`src/rtl/core/rce_pkg.sv`:
```
`default_nettype none

package rce_pkg;

    // Fixed field widths
    localparam int ROW_W  = 16;
    localparam int IDX_W  = 4;
    localparam int SIZE_W = 5;

    typedef logic [ROW_W-1:0] row_t;
    typedef logic [IDX_W-1:0] idx_t;
    typedef logic [SIZE_W-1:0] size_t;

    // Contents of one cell of the ring: one matrix row and its tag
    typedef struct packed {
        row_t rel;
        row_t sym;
        row_t clo;
        idx_t tag;
    } cell_t;

    // Pivot row broadcast from the head cell
    typedef struct packed {
        logic en;
        idx_t step;
        row_t rel;
        row_t clo;
    } piv_t;

    // Controller to datapath
    typedef struct packed {
        logic  load_en;
        idx_t  load_idx;
        logic  shift_en;
        logic  piv_en;
        idx_t  step;
        logic  out_valid;
        logic  out_last;
        size_t size;
        row_t  mask;
    } ctl_t;

    typedef enum logic [1:0] {
        ST_LOAD,
        ST_CLOSE,
        ST_EMIT
    } state_t;

    function automatic row_t onehot_row(input idx_t i);
        row_t r;
        r    = '0;
        r[i] = 1'b1;
        return r;
    endfunction

endpackage

`default_nettype wire

```
`src/rtl/core/rce_cell.sv`:
```
`default_nettype none

module rce_cell
    import rce_pkg::*;
(
    input  wire logic  clk,
    input  wire logic  load_sel,
    input  wire idx_t  load_tag,
    input  wire row_t  load_row,
    input  wire logic  shift_en,
    input  wire piv_t  piv,
    input  wire cell_t nbr,
    output cell_t      state,
    output cell_t      upd
);

    cell_t state_reg;
    cell_t state_next;

    // Warshall and transpose update against the broadcast pivot row
    always_comb
    begin
        upd = state_reg;
        if (piv.en)
        begin
            if (state_reg.clo[piv.step])
                upd.clo = state_reg.clo | piv.clo;
            if (piv.rel[state_reg.tag])
                upd.sym = state_reg.sym | onehot_row(piv.step);
        end
    end

    // Load a fresh row, or take the updated row of the next cell in the ring
    always_comb
    begin
        state_next = state_reg;
        if (load_sel)
        begin
            state_next.rel = load_row;
            state_next.sym = load_row;
            state_next.clo = load_row;
            state_next.tag = load_tag;
        end
        else if (shift_en)
        begin
            state_next = nbr;
        end
    end

    always_ff @(posedge clk)
    begin
        state_reg <= state_next;
    end

    assign state = state_reg;

endmodule

`default_nettype wire

```
`src/rtl/core/rce_ctrl.sv`:
```
`default_nettype none

module rce_ctrl
    import rce_pkg::*;
#(
    parameter int N_CELLS = 16
)
(
    input  wire logic  clk,
    input  wire logic  rst_n,
    input  wire logic  cfg_valid,
    input  wire size_t cfg_data,
    input  wire logic  in_valid,
    input  wire logic  out_ready,
    output logic       in_ready,
    output ctl_t       ctl
);

    state_t state_reg;
    state_t state_next;
    size_t  size_reg;
    size_t  size_next;
    idx_t   cnt_reg;
    idx_t   cnt_next;

    size_t  n_eff;
    row_t   mask;
    logic   in_acc;
    logic   out_acc;
    logic   load_done;
    logic   step_done;
    logic   emit_last;

    // Effective size: zero acts as one, large values saturate to the ring length
    always_comb
    begin
        if (size_reg == '0)
            n_eff = SIZE_W'(1);
        else if (size_reg > SIZE_W'(N_CELLS))
            n_eff = SIZE_W'(N_CELLS);
        else
            n_eff = size_reg;
    end

    // Column mask for bits below the size
    always_comb
    begin
        for (int j = 0; j < ROW_W; j++)
            mask[j] = (SIZE_W'(j) < n_eff);
    end

    assign in_acc    = in_valid && (state_reg == ST_LOAD);
    assign out_acc   = out_ready && (state_reg == ST_EMIT);
    assign load_done = ({1'b0, cnt_reg} + SIZE_W'(1)) == n_eff;
    assign step_done = cnt_reg == IDX_W'(N_CELLS - 1);
    assign emit_last = {1'b0, cnt_reg} == (n_eff - SIZE_W'(1));

    // Next state and counter
    always_comb
    begin
        state_next = state_reg;
        cnt_next   = cnt_reg;
        size_next  = size_reg;
        case (state_reg)
            ST_LOAD:
            begin
                if (in_acc)
                begin
                    if (load_done)
                    begin
                        state_next = ST_CLOSE;
                        cnt_next   = '0;
                    end
                    else
                    begin
                        cnt_next = cnt_reg + IDX_W'(1);
                    end
                end
            end
            ST_CLOSE:
            begin
                if (step_done)
                begin
                    state_next = ST_EMIT;
                    cnt_next   = '0;
                end
                else
                begin
                    cnt_next = cnt_reg + IDX_W'(1);
                end
            end
            ST_EMIT:
            begin
                if (out_acc)
                begin
                    if (emit_last)
                    begin
                        state_next = ST_LOAD;
                        cnt_next   = '0;
                    end
                    else
                    begin
                        cnt_next = cnt_reg + IDX_W'(1);
                    end
                end
            end
            default:
            begin
                state_next = ST_LOAD;
                cnt_next   = '0;
            end
        endcase
        // A size write drops any matrix in progress and returns to loading
        if (cfg_valid)
        begin
            size_next  = cfg_data;
            state_next = ST_LOAD;
            cnt_next   = '0;
        end
    end

    // Outputs to the datapath
    always_comb
    begin
        in_ready      = 1'b0;
        ctl           = '0;
        ctl.size      = n_eff;
        ctl.mask      = mask;
        ctl.load_idx  = cnt_reg;
        ctl.step      = cnt_reg;
        case (state_reg)
            ST_LOAD:
            begin
                in_ready    = 1'b1;
                ctl.load_en = in_valid;
            end
            ST_CLOSE:
            begin
                ctl.shift_en = 1'b1;
                ctl.piv_en   = {1'b0, cnt_reg} < n_eff;
            end
            ST_EMIT:
            begin
                ctl.out_valid = 1'b1;
                ctl.out_last  = emit_last;
                ctl.shift_en  = out_ready;
            end
            default:
            begin
                in_ready = 1'b0;
            end
        endcase
    end

    always_ff @(posedge clk or negedge rst_n)
    begin
        if (!rst_n)
        begin
            state_reg <= ST_LOAD;
            size_reg  <= SIZE_W'(16);
            cnt_reg   <= '0;
        end
        else
        begin
            state_reg <= state_next;
            size_reg  <= size_next;
            cnt_reg   <= cnt_next;
        end
    end

endmodule

`default_nettype wire

```
`src/rtl/core/relation_closure_engine.sv`:
```
//  channel | direction | transaction moves
//  --------+-----------+-----------------------------------------------------
//  s_axis  | in        | one matrix row (row_bits)
//  m_axis  | out       | row_index, reflexive, symmetric, transitive rows; tlast
//  cfg     | in        | matrix_size write
//
//  A matrix of n rows is loaded one row per cycle while s_axis_tvalid is high,
//  then one full turn of the ring of min(MAX_SIZE,16) cells runs the Warshall
//  pivots, then the n rows are emitted, one per m_axis transfer.
//  rst_n is asynchronous; the row stores hold no reset value.
//  A stall on m_axis holds the ring; s_axis is not ready while a matrix is
//  being closed or emitted.
`default_nettype none

module relation_closure_engine
    import rce_pkg::*;
#(
    parameter int MAX_SIZE = 16
)
(
    input  wire logic        clk,
    input  wire logic        rst_n,
    // matrix_size
    input  wire logic        cfg_valid,
    output logic             cfg_ready,
    input  wire logic [4:0]  cfg_data,
    // row_bits
    input  wire logic        s_axis_tvalid,
    output logic             s_axis_tready,
    input  wire logic [15:0] s_axis_tdata,
    // row_index, reflexive_row, symmetric_row, transitive_row, zero pad
    output logic             m_axis_tvalid,
    input  wire logic        m_axis_tready,
    output logic [55:0]      m_axis_tdata,
    // last_row
    output logic             m_axis_tlast
);

    localparam int NCELL = (MAX_SIZE < ROW_W) ? MAX_SIZE : ROW_W;

    ctl_t  ctl;
    piv_t  piv;
    cell_t cells [NCELL];
    cell_t upds  [NCELL];
    row_t  load_row;
    cell_t head;

    assign cfg_ready = 1'b1;

    rce_ctrl #(
        .N_CELLS (NCELL)
    ) u_ctrl (
        .clk       (clk),
        .rst_n     (rst_n),
        .cfg_valid (cfg_valid),
        .cfg_data  (cfg_data),
        .in_valid  (s_axis_tvalid),
        .out_ready (m_axis_tready),
        .in_ready  (s_axis_tready),
        .ctl       (ctl)
    );

    // Columns at or above the size read as zero
    assign load_row = s_axis_tdata & ctl.mask;

    // Pivot comes from the head of the ring
    assign head     = cells[0];
    assign piv.en   = ctl.piv_en;
    assign piv.step = ctl.step;
    assign piv.rel  = head.rel;
    assign piv.clo  = head.clo;

    // Ring of cells, each one takes its upper neighbor's row on a shift
    for (genvar k = 0; k < NCELL; k++)
    begin : g_cell
        rce_cell u_cell (
            .clk      (clk),
            .load_sel (ctl.load_en && (ctl.load_idx == IDX_W'(k))),
            .load_tag (IDX_W'(k)),
            .load_row (load_row),
            .shift_en (ctl.shift_en),
            .piv      (piv),
            .nbr      (upds[(k + 1) % NCELL]),
            .state    (cells[k]),
            .upd      (upds[k])
        );
    end

    // Result from the head cell
    assign m_axis_tvalid        = ctl.out_valid;
    assign m_axis_tlast         = ctl.out_last;
    assign m_axis_tdata[3:0]    = head.tag;
    assign m_axis_tdata[19:4]   = (head.rel | onehot_row(head.tag)) & ctl.mask;
    assign m_axis_tdata[35:20]  = head.sym & ctl.mask;
    assign m_axis_tdata[51:36]  = head.clo & ctl.mask;
    assign m_axis_tdata[55:52]  = '0;

`ifndef SYNTH
    // Loading and emitting never overlap
    a_no_overlap: assert property (@(posedge clk) disable iff (!rst_n)
        !(s_axis_tready && m_axis_tvalid))
        else $error("input ready while results pending");

    // The final result carries the last row of the matrix
    a_last_index: assert property (@(posedge clk) disable iff (!rst_n)
        (m_axis_tvalid && m_axis_tlast) |->
            ({1'b0, m_axis_tdata[3:0]} == (ctl.size - SIZE_W'(1))))
        else $error("tlast on wrong row");

    // Loading resumes right after the last result goes out
    a_reload: assert property (@(posedge clk) disable iff (!rst_n)
        (m_axis_tvalid && m_axis_tready && m_axis_tlast) |=> s_axis_tready)
        else $error("not ready after final result");
`endif

endmodule

`default_nettype wire
```
`config.mk`:
```
export PLATFORM = sky130hd
export DESIGN_NAME = relation_closure_engine
export DESIGN_NICKNAME = d
export VERILOG_FILES = /design/src/rtl/core/rce_pkg.sv /design/src/rtl/core/rce_cell.sv /design/src/rtl/core/rce_ctrl.sv /design/src/rtl/core/relation_closure_engine.sv
export SDC_FILE = /design/constraint.sdc
export NUM_CORES = 2
export LEC_CHECK = 0
export ABC_AREA = 0
export BUFFER_PORTS_ARGS = -buffer_cell sky130_fd_sc_hd__buf_2
export CORE_ASPECT_RATIO = 1.4
export CORE_MARGIN = 3
export CORE_UTILIZATION = 45
export DETAILED_ROUTE_END_ITERATION = 6
export SYNTH_ARGS = -nofsm -noshare
export SYNTH_HDL_FRONTEND = slang
export SYNTH_SLANG_ARGS = --single-unit
```
`constraint.sdc`:
```
create_clock -name clk -period 7.9 [get_ports clk]
set_input_delay 0.79 -clock clk [delete_from_list [all_inputs] [get_ports clk]]
set_output_delay 0.79 -clock clk [all_outputs]
set_load 0.01 [all_outputs]
```
==> flow_summary.yaml <==
timing:
  tightestPinTransition_ps: 1365
  setup_viol: 0
  rsz0062_at_grt: "false"
  clock_skew_ps: 30.17
  totalNegativeSetupSlack_ps: 0
  hold_viol_final: 0
  period_share_pct: 59.82
  fmax_ghz: 0.2116
  slew_headroom_pct: 8.971
  period_needed_ps: 4726
  finalWorstSetupSlack_ps: 3174
  slew_violations: 0
route:
  drt_iter0_drc: 4955
  firstDrtPassIters: 7
  drc: 29
  wirelength_microns: 153900
  vias_per_cell: 7.224
  drtAntennaViolNets: 0
  vias: 33152
  wl_per_cell_microns: 33.54
clock_tree:
  htree_levels: 3
  clkSinkCount: 843
  clkSlewWorstSetupHoldPaths_ps: 70
  cts_tree: "done"
  clkLatencyLatePin_ps: 660
  cts_root_buf: "clkbuf_16"
  cts_resized: 0
  numCtsBuffers: 83
  cts_hold_buf: 0
  clockBufferDepth: 3
  cts_setup_buffers: 0
setup_path:
  critPathLaunchType: "flip-flop"
  worst_ep_arrival_time_ps: 5070
  r2r_slack_ps: 3170
  worstReg2RegStart: "u_ctrl.cnt_reg[1]$_DFFE_PN0P_"
  worst-r2r-cell-count: 7
  r2r_end: "g_cell[1].u_cell.state[17]$_DFFE_PP_"
  critical_path_required_ps: 8240
  crit_type: "reg2reg"
  cp_max_fo: 37
  endpoint_kind: "flip-flop"
final_layout:
  drive_gt1_share_pct: 14.95
  layout.cells.non_filler: 4589
  largest_register_ff_count: 832
  final_area_sq_um: 44880
  fill_cells: 7899
  syn_to_final_growth_pct: 8.550
  nNetsFinal: 3370
floorplanning:
  die_h_microns: 364.6
  start_util_pct: 45.71
  die-area_sq_um: 95600
  ios: 86
  die_w_microns: 262.2
  core_sq_um: 90440
  num_rows: 130
logic_synthesis:
  yosys_warnings: 0
  yosys_most_used_dff: "edfxtp_1"
  yosys.area.top_type_share_pct: 55.78
  synth_cells: 3527
  ys_ff_latch: 843
  synth_seq_area_share_pct: 59.55
  synth_edf_count: 768
  ys_async_sr_fraction_pct: 1.305
  synth_top_area_cell: "edfxtp_1"
  avgSynthCellArea_sq_um: 11.72
  ys_types: 51
  yosys-top-cells-area: "edfxtp_1 (56%), mux4_2 (8.4%), a31oi_1 (7.7%)"
  synth.cell_area_sq_um: 41340
power_and_ir_drop:
  power_density_nw_per_um2: 233.8
  peakVddDrop_mv: 0.1626
  p_leak_nw: 14.25
  power.total_mw: 10.49
placement:
  gp_congestion: 0.9377
  numPortBuffers: 80
  post-dp-hpwl_microns: 94200
  place_ws_ps: 3553
  placement.cell_area_sq_um: 42080
  placedCellCount: 4432
status:
  status: "complete, but fails checks"
  violations: "design-rule violations"
worst_hold_path:
  hp-class: "in2async"
grt:
  antenna_found_initial: 9
  grt_pass1_vias: 31566
  track_usage_pct: 31.68
  grt_max_degree: 274
  grt_overflow_total: 0
  grt_first_pass_wirelength_microns: 219000
run:
  cap_violations: 0
-- cells in the final DEF (no fill, tap or decap), drive strengths merged, types with 2 or more instances in the layout --
cell type  count
buf          159
clkinv        21
a21o          21
ha            15
o22ai        436
dfrtp         10
a211oi         2
and2          26
edfxtp       768
mux2           4
o21ai        291
xnor2          2
conb           5
o31a           2
o21a           3
clkbuf       112
a31oi        506
a21oi         49
xor2           2
diode          3
mux4         155
bufinv        10
inv           14
nor2b         30
or2            3
clkinvlp       8
a22o           2
and3           5
dfxtp         64
nor4           4
nand2        511
nand3         43
nor2          82
nand2b        17
-- how the worst max path moves through the flow --
stage	start	endpoint	slack, ps	cells after the start
global placement	u_ctrl.cnt_reg[1]$_DFFE_PN0P_	g_cell[1].u_cell.state[18]$_DFFE_PP_	3630	7
floorplan	u_ctrl.cnt_reg[1]$_DFFE_PN0P_	g_cell[13].u_cell.state[10]$_DFFE_PP_	4540	10
finish	u_ctrl.cnt_reg[1]$_DFFE_PN0P_	g_cell[1].u_cell.state[17]$_DFFE_PP_	3170	7
detailed placement	u_ctrl.cnt_reg[0]$_DFFE_PN0P_	g_cell[14].u_cell.state[22]$_DFFE_PP_	3550	8
CTS	u_ctrl.cnt_reg[0]$_DFFE_PN0P_	m_axis_tlast	3450	5
global route	u_ctrl.cnt_reg[1]$_DFFE_PN0P_	g_cell[1].u_cell.state[17]$_DFFE_PP_	3110	7
-- critical path, cell delays in order (launching register included) --
cell and delay, ps:
dfrtp_2 1120, inv_1 170, ha_1 280, and3_1 250
nand2_1 520, buf_4 450, nand2_1 750, o22ai_1 840
-- final cells by class --
class	instances	area [sq um]	area share, %
repair buffers	159	1018	2.270
inverters	11	41.29	0.09201
clock buffers	112	2268	5.055
flip-flops and latches	843	24630	54.87
well taps	1188	1486	3.312
multi-input cells	2231	14910	33.21
diodes	3	7.507	0.01673
clock inverters	42	523.0	1.165
-- through the flow --
stage	hold slack, ps	util, %
after floorplan	450.1	-
after global placement	469.7	46.53
after detailed placement	475.3	46.53
after CTS	6.734	49.61
after global routing	34.54	49.61
final	25.74	49.62
-- layer usage --
metal | vias to the layer above | global-route usage (%) | routed length (microns)
met3 | 769 | 10.47 | 20560
li1 | 13516 | - | -
met1 | 16110 | 37.32 | 50820
met5 | - | 0 | 83
met2 | 2747 | 48.06 | 68150
met4 | 10 | 23.87 | 14300
-- power by group --
part | switching (mW) | total (mW) | internal (mW) | leakage (nW)
registers | 0.161 | 5.09 | 4.93 | 7.78
clock network | 1.79 | 4.15 | 2.36 | 1.34
logic | 0.912 | 1.25 | 0.335 | 5.13
total | 2.86 | 10.5 | 7.63 | 14.3
-- Yosys cell counts (2+ instances only) --
cell,n
or2_2,3
dfrtp_1,10
o31a_1,2
nand3_1,43
buf_1,19
a21oi_1,49
conb_1,2
ha_1,15
nor2_1,82
mux2_2,4
and3_1,5
inv_1,11
a21o_1,21
nor4_1,3
xor2_1,2
buf_4,9
o21a_1,3
nand2b_1,17
buf_6,22
o21ai_0,263
edfxtp_1,768
o22ai_1,436
xnor2_1,2
a211oi_1,2
a31oi_1,506
clkbuf_1,322
nand2_1,511
buf_2,73
nor2b_1,30
o21ai_1,28
dfxtp_1,64
and2_1,26
mux4_2,155
a22o_1,2
-- kinds of logic after synthesis --
| group | share of synthesized area [%] |
|---|---|
| AO/OA/AOI/OAI | 19.10 |
| flip-flops | 59.55 |
| AND/OR/NAND/NOR | 7.345 |
| buffers and inverters | 4.842 |
| multiplexers | 8.553 |
| adder cells (fa/ha/maj) | 0.4540 |
| XOR/XNOR | 0.1392 |
| other | 0.01817 |
No activity file was read; power rests on OpenSTA's default activity.
